File: src/hw/rtl/srtf_pkg.sv
// Shared constants, codes and control types for the shortest-remaining-time scheduler.
package srtf_pkg;

  localparam int SLOTS  = 16;
  localparam int SLOT_W = (SLOTS > 1) ? $clog2(SLOTS) : 1;

  localparam int ID_W   = 8;
  localparam int BUR_W  = 16;
  localparam int TIME_W = 32;
  localparam int ORD_W  = 32;

  localparam int IN_W   = ID_W + BUR_W;
  localparam int RES_W  = 1 + 2 + 1 + ID_W + 1 + ID_W + 3 * TIME_W;
  localparam int OUT_W  = ((RES_W + 7) / 8) * 8;

  localparam logic MODE_ADMIT = 1'b0;
  localparam logic MODE_TICK  = 1'b1;

  localparam logic [1:0] REJ_NONE = 2'd0;
  localparam logic [1:0] REJ_FULL = 2'd1;
  localparam logic [1:0] REJ_ZERO = 2'd2;

  typedef struct packed {
    logic start;     // input transfer taken this cycle
    logic admit;     // perform an admission
    logic scan;      // examine one slot of the table
    logic update;    // charge one unit to the selected slot
    logic finish;    // work out the waiting time
    logic load_out;  // move the result into the output register
  } cmd_t;

  typedef struct packed {
    logic scan_last; // the slot under examination is the last one
    logic out_free;  // output register can take a result this cycle
  } stat_t;

endpackage

File: src/hw/rtl/srtf_ctrl.sv
// Control state machine that sequences admissions and scheduling ticks.
module srtf_ctrl (
  input  logic            clk,
  input  logic            rst,
  input  logic            in_valid,
  input  logic            in_mode,
  output logic            in_ready,
  input  srtf_pkg::stat_t stat,
  output srtf_pkg::cmd_t  cmd
);

  typedef enum logic [5:0] {
    ST_IDLE   = 6'b000001,
    ST_ADMIT  = 6'b000010,
    ST_SCAN   = 6'b000100,
    ST_UPDATE = 6'b001000,
    ST_FINISH = 6'b010000,
    ST_OUT    = 6'b100000
  } state_t;

  state_t state, state_next;

  always_comb begin
    state_next = state;
    unique case (state)
      ST_IDLE: begin
        if (in_valid) begin
          state_next = (in_mode == srtf_pkg::MODE_TICK) ? ST_SCAN : ST_ADMIT;
        end
      end
      ST_ADMIT:  state_next = ST_OUT;
      ST_SCAN: begin
        if (stat.scan_last) begin
          state_next = ST_UPDATE;
        end
      end
      ST_UPDATE: state_next = ST_FINISH;
      ST_FINISH: state_next = ST_OUT;
      ST_OUT: begin
        if (stat.out_free) begin
          state_next = ST_IDLE;
        end
      end
      default:   state_next = ST_IDLE;
    endcase
  end

  always_ff @(posedge clk) begin
    if (rst) begin
      state <= ST_IDLE;
    end else begin
      state <= state_next;
    end
  end

  assign in_ready     = (state == ST_IDLE);
  assign cmd.start    = (state == ST_IDLE) && in_valid;
  assign cmd.admit    = (state == ST_ADMIT);
  assign cmd.scan     = (state == ST_SCAN);
  assign cmd.update   = (state == ST_UPDATE);
  assign cmd.finish   = (state == ST_FINISH);
  assign cmd.load_out = (state == ST_OUT) && stat.out_free;

`ifndef ASSERT_OFF
  // A tick transfer must go straight into the table scan.
  a_tick_scans: assert property (@(posedge clk) disable iff (rst)
    cmd.start && (in_mode == srtf_pkg::MODE_TICK) |=> (state == ST_SCAN))
    else $error("tick did not start a scan");
`endif

endmodule

File: src/hw/rtl/srtf_dpath.sv
// Slot table, sequential selection scan, time keeping and result register.
module srtf_dpath (
  input  logic                       clk,
  input  logic                       rst,
  input  srtf_pkg::cmd_t             cmd,
  output srtf_pkg::stat_t            stat,
  input  logic                       in_mode,
  input  logic [srtf_pkg::IN_W-1:0]  in_data,
  output logic                       out_valid,
  input  logic                       out_ready,
  output logic [srtf_pkg::OUT_W-1:0] out_data
);

  localparam int SW = srtf_pkg::SLOT_W;
  localparam int OUT_W_PAD = srtf_pkg::OUT_W;

  // Slot table: valid bits in flops, payload in a small array.
  logic [srtf_pkg::SLOTS-1:0] slot_valid;
  logic [srtf_pkg::ID_W-1:0]   slot_id        [srtf_pkg::SLOTS];
  logic [srtf_pkg::TIME_W-1:0] slot_arrival   [srtf_pkg::SLOTS];
  logic [srtf_pkg::BUR_W-1:0]  slot_burst     [srtf_pkg::SLOTS];
  logic [srtf_pkg::BUR_W-1:0]  slot_remaining [srtf_pkg::SLOTS];
  logic [srtf_pkg::ORD_W-1:0]  slot_order     [srtf_pkg::SLOTS];

  logic [srtf_pkg::ORD_W-1:0]  admit_counter;
  logic [srtf_pkg::TIME_W-1:0] time_now;

  logic                        item_mode;
  logic [srtf_pkg::ID_W-1:0]   item_id;
  logic [srtf_pkg::BUR_W-1:0]  item_burst;

  logic [SW-1:0]               scan_idx;
  logic                        best_found;
  logic [SW-1:0]               best_idx;
  logic [srtf_pkg::ID_W-1:0]   best_id;
  logic [srtf_pkg::TIME_W-1:0] best_arr;
  logic [srtf_pkg::BUR_W-1:0]  best_bur;
  logic [srtf_pkg::BUR_W-1:0]  best_rem;
  logic [srtf_pkg::ORD_W-1:0]  best_ord;

  logic                        r_admitted;
  logic [1:0]                  r_reject;
  logic                        r_ran_valid;
  logic [srtf_pkg::ID_W-1:0]   r_ran_id;
  logic                        r_done_valid;
  logic [srtf_pkg::ID_W-1:0]   r_done_id;
  logic [srtf_pkg::TIME_W-1:0] r_turn;
  logic [srtf_pkg::TIME_W-1:0] r_wait;

  // Lowest free slot for an admission.
  logic          table_full;
  logic [SW-1:0] free_idx;

  always_comb begin
    free_idx = '0;
    for (int i = srtf_pkg::SLOTS - 1; i >= 0; i--) begin
      if (!slot_valid[i]) begin
        free_idx = SW'(i);
      end
    end
  end
  assign table_full = &slot_valid;

  // Candidate under the scan pointer and its ordering against the best so far.
  logic [srtf_pkg::TIME_W-1:0] rd_arr;
  logic [srtf_pkg::BUR_W-1:0]  rd_bur;
  logic [srtf_pkg::BUR_W-1:0]  rd_rem;
  logic [srtf_pkg::ORD_W-1:0]  rd_ord;
  logic                        ahead;
  logic                        take;

  assign rd_arr = slot_arrival[scan_idx];
  assign rd_bur = slot_burst[scan_idx];
  assign rd_rem = slot_remaining[scan_idx];
  assign rd_ord = slot_order[scan_idx];

  always_comb begin
    if (rd_rem != best_rem) begin
      ahead = rd_rem < best_rem;
    end else if (rd_arr != best_arr) begin
      ahead = rd_arr < best_arr;
    end else if (rd_bur != best_bur) begin
      ahead = rd_bur < best_bur;
    end else begin
      ahead = rd_ord < best_ord;
    end
  end
  assign take = slot_valid[scan_idx] && (!best_found || ahead);

  // Service charge for the selected slot.
  logic [srtf_pkg::BUR_W-1:0]  rem_dec;
  logic [srtf_pkg::TIME_W:0]   wait_diff;

  assign rem_dec   = (best_rem != '0) ? best_rem - 1'b1 : '0;
  assign wait_diff = {1'b0, r_turn} -
                     {{(srtf_pkg::TIME_W + 1 - srtf_pkg::BUR_W){1'b0}}, best_bur};

  assign stat.scan_last = (scan_idx == SW'(srtf_pkg::SLOTS - 1));
  assign stat.out_free  = !out_valid || out_ready;

  // Control flops.
  always_ff @(posedge clk) begin
    if (rst) begin
      slot_valid    <= '0;
      admit_counter <= '0;
      time_now      <= '0;
      out_valid     <= 1'b0;
    end else begin
      if (cmd.start && (in_mode == srtf_pkg::MODE_TICK) && (time_now != '1)) begin
        time_now <= time_now + 1'b1;
      end
      if (cmd.admit && (item_burst != '0) && !table_full) begin
        slot_valid[free_idx] <= 1'b1;
        admit_counter        <= admit_counter + 1'b1;
      end
      if (cmd.update && best_found && (rem_dec == '0)) begin
        slot_valid[best_idx] <= 1'b0;
      end
      if (cmd.load_out) begin
        out_valid <= 1'b1;
      end else if (out_ready) begin
        out_valid <= 1'b0;
      end
    end
  end

  // Slot payload.
  always_ff @(posedge clk) begin
    if (cmd.admit && (item_burst != '0) && !table_full) begin
      slot_id[free_idx]        <= item_id;
      slot_arrival[free_idx]   <= time_now;
      slot_burst[free_idx]     <= item_burst;
      slot_remaining[free_idx] <= item_burst;
      slot_order[free_idx]     <= admit_counter;
    end
    if (cmd.update && best_found) begin
      slot_remaining[best_idx] <= rem_dec;
    end
  end

  // Item, scan and result payload.
  always_ff @(posedge clk) begin
    if (cmd.start) begin
      item_mode    <= in_mode;
      item_id      <= in_data[srtf_pkg::ID_W-1:0];
      item_burst   <= in_data[srtf_pkg::IN_W-1:srtf_pkg::ID_W];
      scan_idx     <= '0;
      best_found   <= 1'b0;
      r_admitted   <= 1'b0;
      r_reject     <= srtf_pkg::REJ_NONE;
      r_ran_valid  <= 1'b0;
      r_ran_id     <= '0;
      r_done_valid <= 1'b0;
      r_done_id    <= '0;
      r_turn       <= '0;
      r_wait       <= '0;
    end
    if (cmd.admit) begin
      if (item_burst == '0) begin
        r_reject <= srtf_pkg::REJ_ZERO;
      end else if (table_full) begin
        r_reject <= srtf_pkg::REJ_FULL;
      end else begin
        r_admitted <= 1'b1;
      end
    end
    if (cmd.scan) begin
      scan_idx <= scan_idx + 1'b1;
      if (take) begin
        best_found <= 1'b1;
        best_idx   <= scan_idx;
        best_id    <= slot_id[scan_idx];
        best_arr   <= rd_arr;
        best_bur   <= rd_bur;
        best_rem   <= rd_rem;
        best_ord   <= rd_ord;
      end
    end
    if (cmd.update && best_found) begin
      r_ran_valid <= 1'b1;
      r_ran_id    <= best_id;
      if (rem_dec == '0) begin
        r_done_valid <= 1'b1;
        r_done_id    <= best_id;
        r_turn       <= time_now - best_arr;
      end
    end
    if (cmd.finish && r_done_valid) begin
      r_wait <= wait_diff[srtf_pkg::TIME_W] ? '0 : wait_diff[srtf_pkg::TIME_W-1:0];
    end
    if (cmd.load_out) begin
      out_data <= OUT_W_PAD'({time_now, r_wait, r_turn, r_done_id, r_done_valid,
                              r_ran_id, r_ran_valid, r_reject, r_admitted});
    end
  end

`ifndef ASSERT_OFF
  // The time counter never runs backward outside reset.
  a_time_mono: assert property (@(posedge clk) disable iff (rst)
    !$past(rst) |-> (time_now >= $past(time_now)))
    else $error("time counter decreased");

  // A result is only moved into the output register when that register can take it.
  a_load_free: assert property (@(posedge clk) disable iff (rst)
    cmd.load_out |-> (!out_valid || out_ready))
    else $error("output register overwritten");

  // A finished process leaves the table.
  a_done_frees: assert property (@(posedge clk) disable iff (rst)
    cmd.update && best_found && (rem_dec == '0) |=> !slot_valid[best_idx])
    else $error("finished slot still valid");

  // Only a tick item ever runs a scan.
  a_scan_tick: assert property (@(posedge clk) disable iff (rst)
    cmd.scan |-> (item_mode == srtf_pkg::MODE_TICK))
    else $error("scan during an admission");
`endif

endmodule

File: src/hw/rtl/srtf_scheduler.sv
// Top level of the shortest-remaining-time-first scheduler.
// An admit result passes the ADMIT state and enters the output register from OUT; a tick result
// passes SCAN, UPDATE and FINISH first, since one slot per cycle is scanned, then OUT.
// One item is in work at a time; the next input transfer is taken the cycle after the result
// has moved into the output register, which OUT waits for while that register is still full.
// Synchronous active-high reset empties the table and clears time and admission count.
module srtf_scheduler (
  input  logic                       clk,
  input  logic                       rst,
  input  logic                       s_axis_tvalid,
  output logic                       s_axis_tready,
  // From bit 0: proc_id[7:0], burst[23:8].
  input  logic [srtf_pkg::IN_W-1:0]  s_axis_tdata,
  // Bit 0: mode (0 admit, 1 tick).
  input  logic                       s_axis_tuser,
  output logic                       m_axis_tvalid,
  input  logic                       m_axis_tready,
  // From bit 0: admitted[0], reject_code[2:1], ran_valid[3], ran_id[11:4], done_valid[12],
  // done_id[20:13], turnaround_time[52:21], waiting_time[84:53], current_time[116:85],
  // zero padding[119:117].
  output logic [srtf_pkg::OUT_W-1:0] m_axis_tdata
);

  srtf_pkg::cmd_t  cmd;
  srtf_pkg::stat_t stat;

  // The controller sequences each item: admission in one step, or a scan over all slots
  // followed by the service update and the waiting time computation.
  srtf_ctrl u_ctrl (
    .clk      (clk),
    .rst      (rst),
    .in_valid (s_axis_tvalid),
    .in_mode  (s_axis_tuser),
    .in_ready (s_axis_tready),
    .stat     (stat),
    .cmd      (cmd)
  );

  // The datapath holds the slot table, the time counter and the output register, which
  // keeps a finished result while the input side is free again.
  srtf_dpath u_dpath (
    .clk       (clk),
    .rst       (rst),
    .cmd       (cmd),
    .stat      (stat),
    .in_mode   (s_axis_tuser),
    .in_data   (s_axis_tdata),
    .out_valid (m_axis_tvalid),
    .out_ready (m_axis_tready),
    .out_data  (m_axis_tdata)
  );

endmodule
File: config.mk
export PLATFORM = sky130hd
export DESIGN_NAME = srtf_scheduler
export DESIGN_NICKNAME = d
export VERILOG_FILES = /design/src/hw/rtl/srtf_pkg.sv /design/src/hw/rtl/srtf_ctrl.sv /design/src/hw/rtl/srtf_dpath.sv /design/src/hw/rtl/srtf_scheduler.sv
export SDC_FILE = /design/constraint.sdc
export NUM_CORES = 2
export LEC_CHECK = 0
export ABC_AREA = 1
export BUFFER_PORTS_ARGS = -buffer_cell sky130_fd_sc_hd__buf_2
export CORE_UTILIZATION = 57
export CTS_CLUSTER_SIZE = 40
export DETAILED_ROUTE_END_ITERATION = 16
export MAX_ROUTING_LAYER = met4
export PLACE_DENSITY = 0.76
export SYNTH_ARGS = -nofsm -noshare
export SYNTH_HDL_FRONTEND = slang
export SYNTH_HIERARCHICAL = 1
export SYNTH_SLANG_ARGS = --single-unit
File: constraint.sdc
create_clock -name clk -period 7.1 [get_ports clk]
set_input_delay 1.42 -clock clk [delete_from_list [all_inputs] [get_ports clk]]
set_output_delay 1.42 -clock clk [all_outputs]
set_load 0.02 [all_outputs]
Word-level counts from Yosys, hierarchy flattened:

Memories as Yosys holds them, arrays and structs flattened. A register that Yosys moved wholly into a read port is not among the register bits.
Index checks and enable logic that the tools add are counted.

* input port bits: 29
* register bits: 418
* memories kept: 5
* bits in latches: 0
* RAM bits: 1664
* ROM bits: 0

* div/mod/pow operators: 0
* equality and inequality tests: 14
* add/subtract/negate cells: 6
* order comparisons: 9
* reduce and logical (&&, ||, !) cells: 30
* $mul: 0
* bitwise operators: 3
* mux-type cells: 74
* shift-type cells: 0

Memory list
* u_dpath.slot_arrival: words 16, width 32, read ports 1, clocked after memory_dff 1, write ports 1, RTL line srtf_dpath.sv:20 `logic [srtf_pkg::TIME_W-1:0] slot_arrival [srtf_pkg::SLOTS];`
* u_dpath.slot_order: words 16, width 32, read ports 1, clocked after memory_dff 1, write ports 1, RTL line srtf_dpath.sv:23 `logic [srtf_pkg::ORD_W-1:0] slot_order [srtf_pkg::SLOTS];`
* u_dpath.slot_burst: words 16, width 16, read ports 1, clocked after memory_dff 1, write ports 1, RTL line srtf_dpath.sv:21 `logic [srtf_pkg::BUR_W-1:0] slot_burst [srtf_pkg::SLOTS];`
* u_dpath.slot_remaining: words 16, width 16, read ports 1, clocked after memory_dff 1, write ports 1, RTL line srtf_dpath.sv:22 `logic [srtf_pkg::BUR_W-1:0] slot_remaining [srtf_pkg::SLOTS];`
* u_dpath.slot_id: words 16, width 8, read ports 1, clocked after memory_dff 1, write ports 1, RTL line srtf_dpath.sv:19 `logic [srtf_pkg::ID_W-1:0] slot_id [srtf_pkg::SLOTS];`

Operators by type and width (count)
* 32-bit two-way mux: 6
* 4-bit two-way mux: 23
* 16-bit two-way mux: 5
* 32-bit by 1-bit adder with 32-bit output, second input constant: 2
* 32-bit less-than comparator: 2
* 8-bit two-way mux: 5
* 32-bit by 16-bit subtractor with 33-bit output: 1
* 16-bit zero test: 2
* 16-bit less-than comparator: 2
* 16-bit inequality test: 2
* 32-bit inequality test: 1
* 32-bit inequality test, second input constant: 1
* 16-bit nonzero test: 2
* 32-bit subtractor: 1
* 6-bit case mux with 5 select lines: 1
* 1-bit two-way mux: 23
* 6-bit two-way mux: 3
* 16-bit AND: 1
* 16-bit inverter: 1
* 16-bit OR: 1
* 16-bit AND reduction: 1
* 16-bit OR reduction: 1
* 16-bit by 1-bit subtractor with 16-bit output, second input constant: 1
* 4-bit by 5-bit less-than comparator with 1-bit output, second input constant: 3
* other kinds (22): 45

Longest topological paths before layout:

* depth in word-level cells: 25
* depth in mapped cells: 25

Hierarchy:

The synthesis kept the hierarchy.

By module, submodules not included
* srtf_dpath: cells each 7325, sequential area each 61388.9 µm², area an instance 87567.7 µm², times used 1
* srtf_ctrl: cells each 60, sequential area each 120.1 µm², area an instance 430.4 µm², times used 1

Worst setup path after synthesis:

No wires, ideal clock.

* path type: input-to-reg
* start point: input port m_axis_tready
* end point: register u_dpath/out_data[0] (netlist bit) (enable)
* data required time: 6.505 ns
* library setup time: 0.595 ns
* data arrival time: 6.453 ns
* path slack: 0.052 ns
* cell stages on the path: 4
* cell sequence: inv_1 > nand2_1 > inv_1 > nor2_1

RTL lines
* from (decl): RTL line srtf_scheduler.sv:17 `input logic m_axis_tready,`
* to (signal assigned): RTL line srtf_dpath.sv:192 `out_data <= OUT_W_PAD'({time_now, r_wait, r_turn, r_done_id, r_done_valid,`
* to (decl): RTL line srtf_dpath.sv:11 `output logic [srtf_pkg::OUT_W-1:0] out_data`

==> qor.csv <==
metric;value;unit
final net count;7583;
cell breakdown of the critical path;inv_8 > buf_4 > o21ai_0 > o221ai_1 > o211ai_1 > nand2_1 > ha_1 > nand4_1 > inv_1 > nand2_1 > nor4_1 > nand2_1 > a21oi_1 > nand2_1 > nand2_1 > nand2_1 > inv_6 > buf_4;
core area;153000;sq um
height of the die;395;um
worst setup path class;register to register;
count leader, synth;edfxtp_1;
Total Routing Usage GR;0.312;
share of cells above drive strength 1;0.0837;
post-cts sizing count;0;
number of setup violations in the final report;0;
vias in the first global route;59000;
outcome;finished, final reports clean;
DRC viols;0;
Worst Path Arrival;6.11;ns
RSZ-0062 raised after global routing;no;
Yosys Warn Count;6;
Post-DRT Antenna Nets;0;
DP HPWL;136000;um
fin crit period;5.59;ns
CTS max path bufs;3;
Static Leak;32.5;nW
GRT Residual Overflow;0;
clock tree from TritonCTS;yes;
Total Wirelength;239000;um
Starting Density;0.577;
Die Span X;395;um
area of the mapped netlist;88000;sq um
CTS H-tree lvls;4;
setup_tns;0;ns
first-pass GRT wire length;357000;um
CP Max Fanout;143;
port bufs;147;
final hold violations;0;
die area;156000;sq um
crit start category;register;
Sink Count;2094;
Root Buffer;clkbuf_16;
Max Transition Viols Final;0;
Worst EP required;7.62;ns
Synth top area share;0.668;
post-synthesis sequential area ratio;0.699;
crit path capture type;register;
ys flop type;edfxtp_1;
Max Freq;179;MHz
Worst Tran Pin Value;1.25;ns
Synth Area per Inst;11.9;sq um
Yosys cell types;58;
clk slew on worst S/H paths;0.06;ns
most used cell, CP;nand2_1;
CP max stage delay;0.65;ns
placement-stage cell area;90700;sq um
Async S/R FF share, synth;0;
Synth area leader;edfxtp_1;
PwrDens;348;nW/um^2
Rel. slew slack;0.163;
Peak supply drop;314;uV
commonest cells in the netlist;1957 x edfxtp_1, 1161 x o21ai_0, 1040 x nor2_1;
delay-heaviest family, CP;buffers and inverters;
Worst-Skew Late Latency;0.87;ns
Layout Area Growth over Synthesis;10.5;%
final period utilization;0.788;
Hold-fix buffers, CTS;0;
# fillers;11100;
GP Congestion;0.933;
cts bufs inserted;204;
Avg WL per Cell;24.9;um
min-delay worst type;register to register;
First DRT Iteration DRCs;8405;
Via density;6.37;
Synth area leaders;edfxtp_1 67%, o21ai_0 6.6%, nor2_1 4.4%, nand2_1 3.6%, dfxtp_1 3.1%;
Buffers & Inverters on Critical Path;5;
Max Clock Skew;0.0520;ns
largest net degree at the start of global routing;191;
via count;61200;
DRT Pass-1 Iters;6;
final instance area;97200;sq um
Post-synth EDFFs;1957;
max cap viols;0;
Top Ports;151;
Syn Inst Count;7385;
site row count;143;
initial antenna violation count;5;
Slowest-stage cell, CP;inv_8;
total setup buffers inserted after CTS;0;
Yosys reg bits;2094;
final cells by class:
| class | count | area [sq um] | area share |
|---|---|---|---|
| flip-flops and latches | 2094 | 61500 | 0.633 |
| well taps | 2030 | 2540 | 0.0261 |
| clock buffers | 271 | 5480 | 0.0564 |
| multi-input cells | 4455 | 23300 | 0.240 |
| diodes | 2 | 5.00 | 0.0000515 |
| repair buffers | 263 | 1790 | 0.0185 |
| inverters | 388 | 1560 | 0.0161 |
| clock inverters | 108 | 1020 | 0.0105 |
worst paths after layout:
| kind | startpoint | end | slack (ns) | cells after the start |
|---|---|---|---|---|
| hold / removal | u_dpath/r_wait[9]$_SDFFCE_PP0P_ | u_dpath/out_data[62]$_DFFE_PP_ | 0.41 | 0 |
| hold reg to reg | u_dpath/r_wait[9]$_SDFFCE_PP0P_ | u_dpath/out_data[62]$_DFFE_PP_ | 0.41 | 0 |
| setup / recovery | register | u_dpath/best_rem[13]$_DFFE_PP_ | 1.51 | 18 |
| setup reg to reg | register | u_dpath/best_rem[13]$_DFFE_PP_ | 1.51 | 18 |
cell families after synthesis:
kind of cell    count (synthesis)  share of synthesized area
simple gates                 2264                      0.105
flops                        2094                      0.699
compound gates               1968                      0.131
buf+inv                       838                     0.0365
fa+ha+maj                     148                     0.0212
xor+xnor                       72                    0.00717
other cells                     1                  0.0000426
worst reg2reg max path, cell delays in order (launching register included):
cell	delay, ns
dfxtp_4	0.49
inv_8	0.65
buf_4	0.50
o21ai_0	0.15
o221ai_1	0.23
o211ai_1	0.14
nand2_1	0.25
ha_1	0.20
nand4_1	0.09
inv_1	0.13
nand2_1	0.09
nor4_1	0.65
nand2_1	0.31
a21oi_1	0.25
nand2_1	0.09
nand2_1	0.06
nand2_1	0.12
inv_6	0.45
buf_4	0.40
placed cells by master, fill, tap and decap left out, drive strengths merged, types with 90 or more instances in the layout:
cell type and instances:
clkinv 90, ha 146, clkbuf 271, dfxtp 137, nand2 854, nand3 211, nor2 1055, buf 263
o22ai 119, edfxtp 1957, o21ai 1194, inv 387, o221ai 286, a21oi 201, o211ai 106
sequential cells by signal (all words and copies together), names as in the netlist, 32 cells and up, named ones only:
register	count
u_dpath/r_turn	32
u_dpath/slot_burst	256
u_dpath/time_now	32
u_dpath/admit_counter	32
u_dpath/r_wait	32
u_dpath/best_arr	32
u_dpath/out_data	117
u_dpath/slot_arrival	512
u_dpath/slot_id	128
u_dpath/best_ord	32
u_dpath/slot_remaining	256
u_dpath/slot_order	512
metrics by stage:
step | worst slack (ns) | cells | hold slack (ns) | utilization | power, W
after floorplan | 0.0516 | 7387 | 0.400 | - | 0.0202
after global placement | 1.74 | 9230 | 0.406 | 0.595 | 0.0228
after detailed placement | 1.67 | 9230 | 0.405 | 0.595 | 0.0232
after CTS | 1.63 | 9609 | 0.411 | 0.637 | 0.0337
after global routing | 1.25 | 9610 | 0.423 | 0.637 | 0.0351
final | 1.51 | 9611 | 0.408 | 0.637 | 0.0338
report_power, final:
group / switching, W / internal [W]
clock network: 0.00459 / 0.00601
registers: 0.000318 / 0.0141
logic: 0.00636 / 0.00243
total: 0.0113 / 0.0225
per-layer routing:
| metal | track usage | routed length (um) | vias up |
|---|---|---|---|
| met5 | - | 0 | - |
| met4 | 0.128 | 10100 | 0 |
| met3 | 0.0480 | 26400 | 597 |
| met2 | 0.488 | 113000 | 3851 |
| met1 | 0.410 | 89700 | 29700 |
| li1 | - | - | 27100 |
Note: power is estimated with default switching activity, not from simulation.
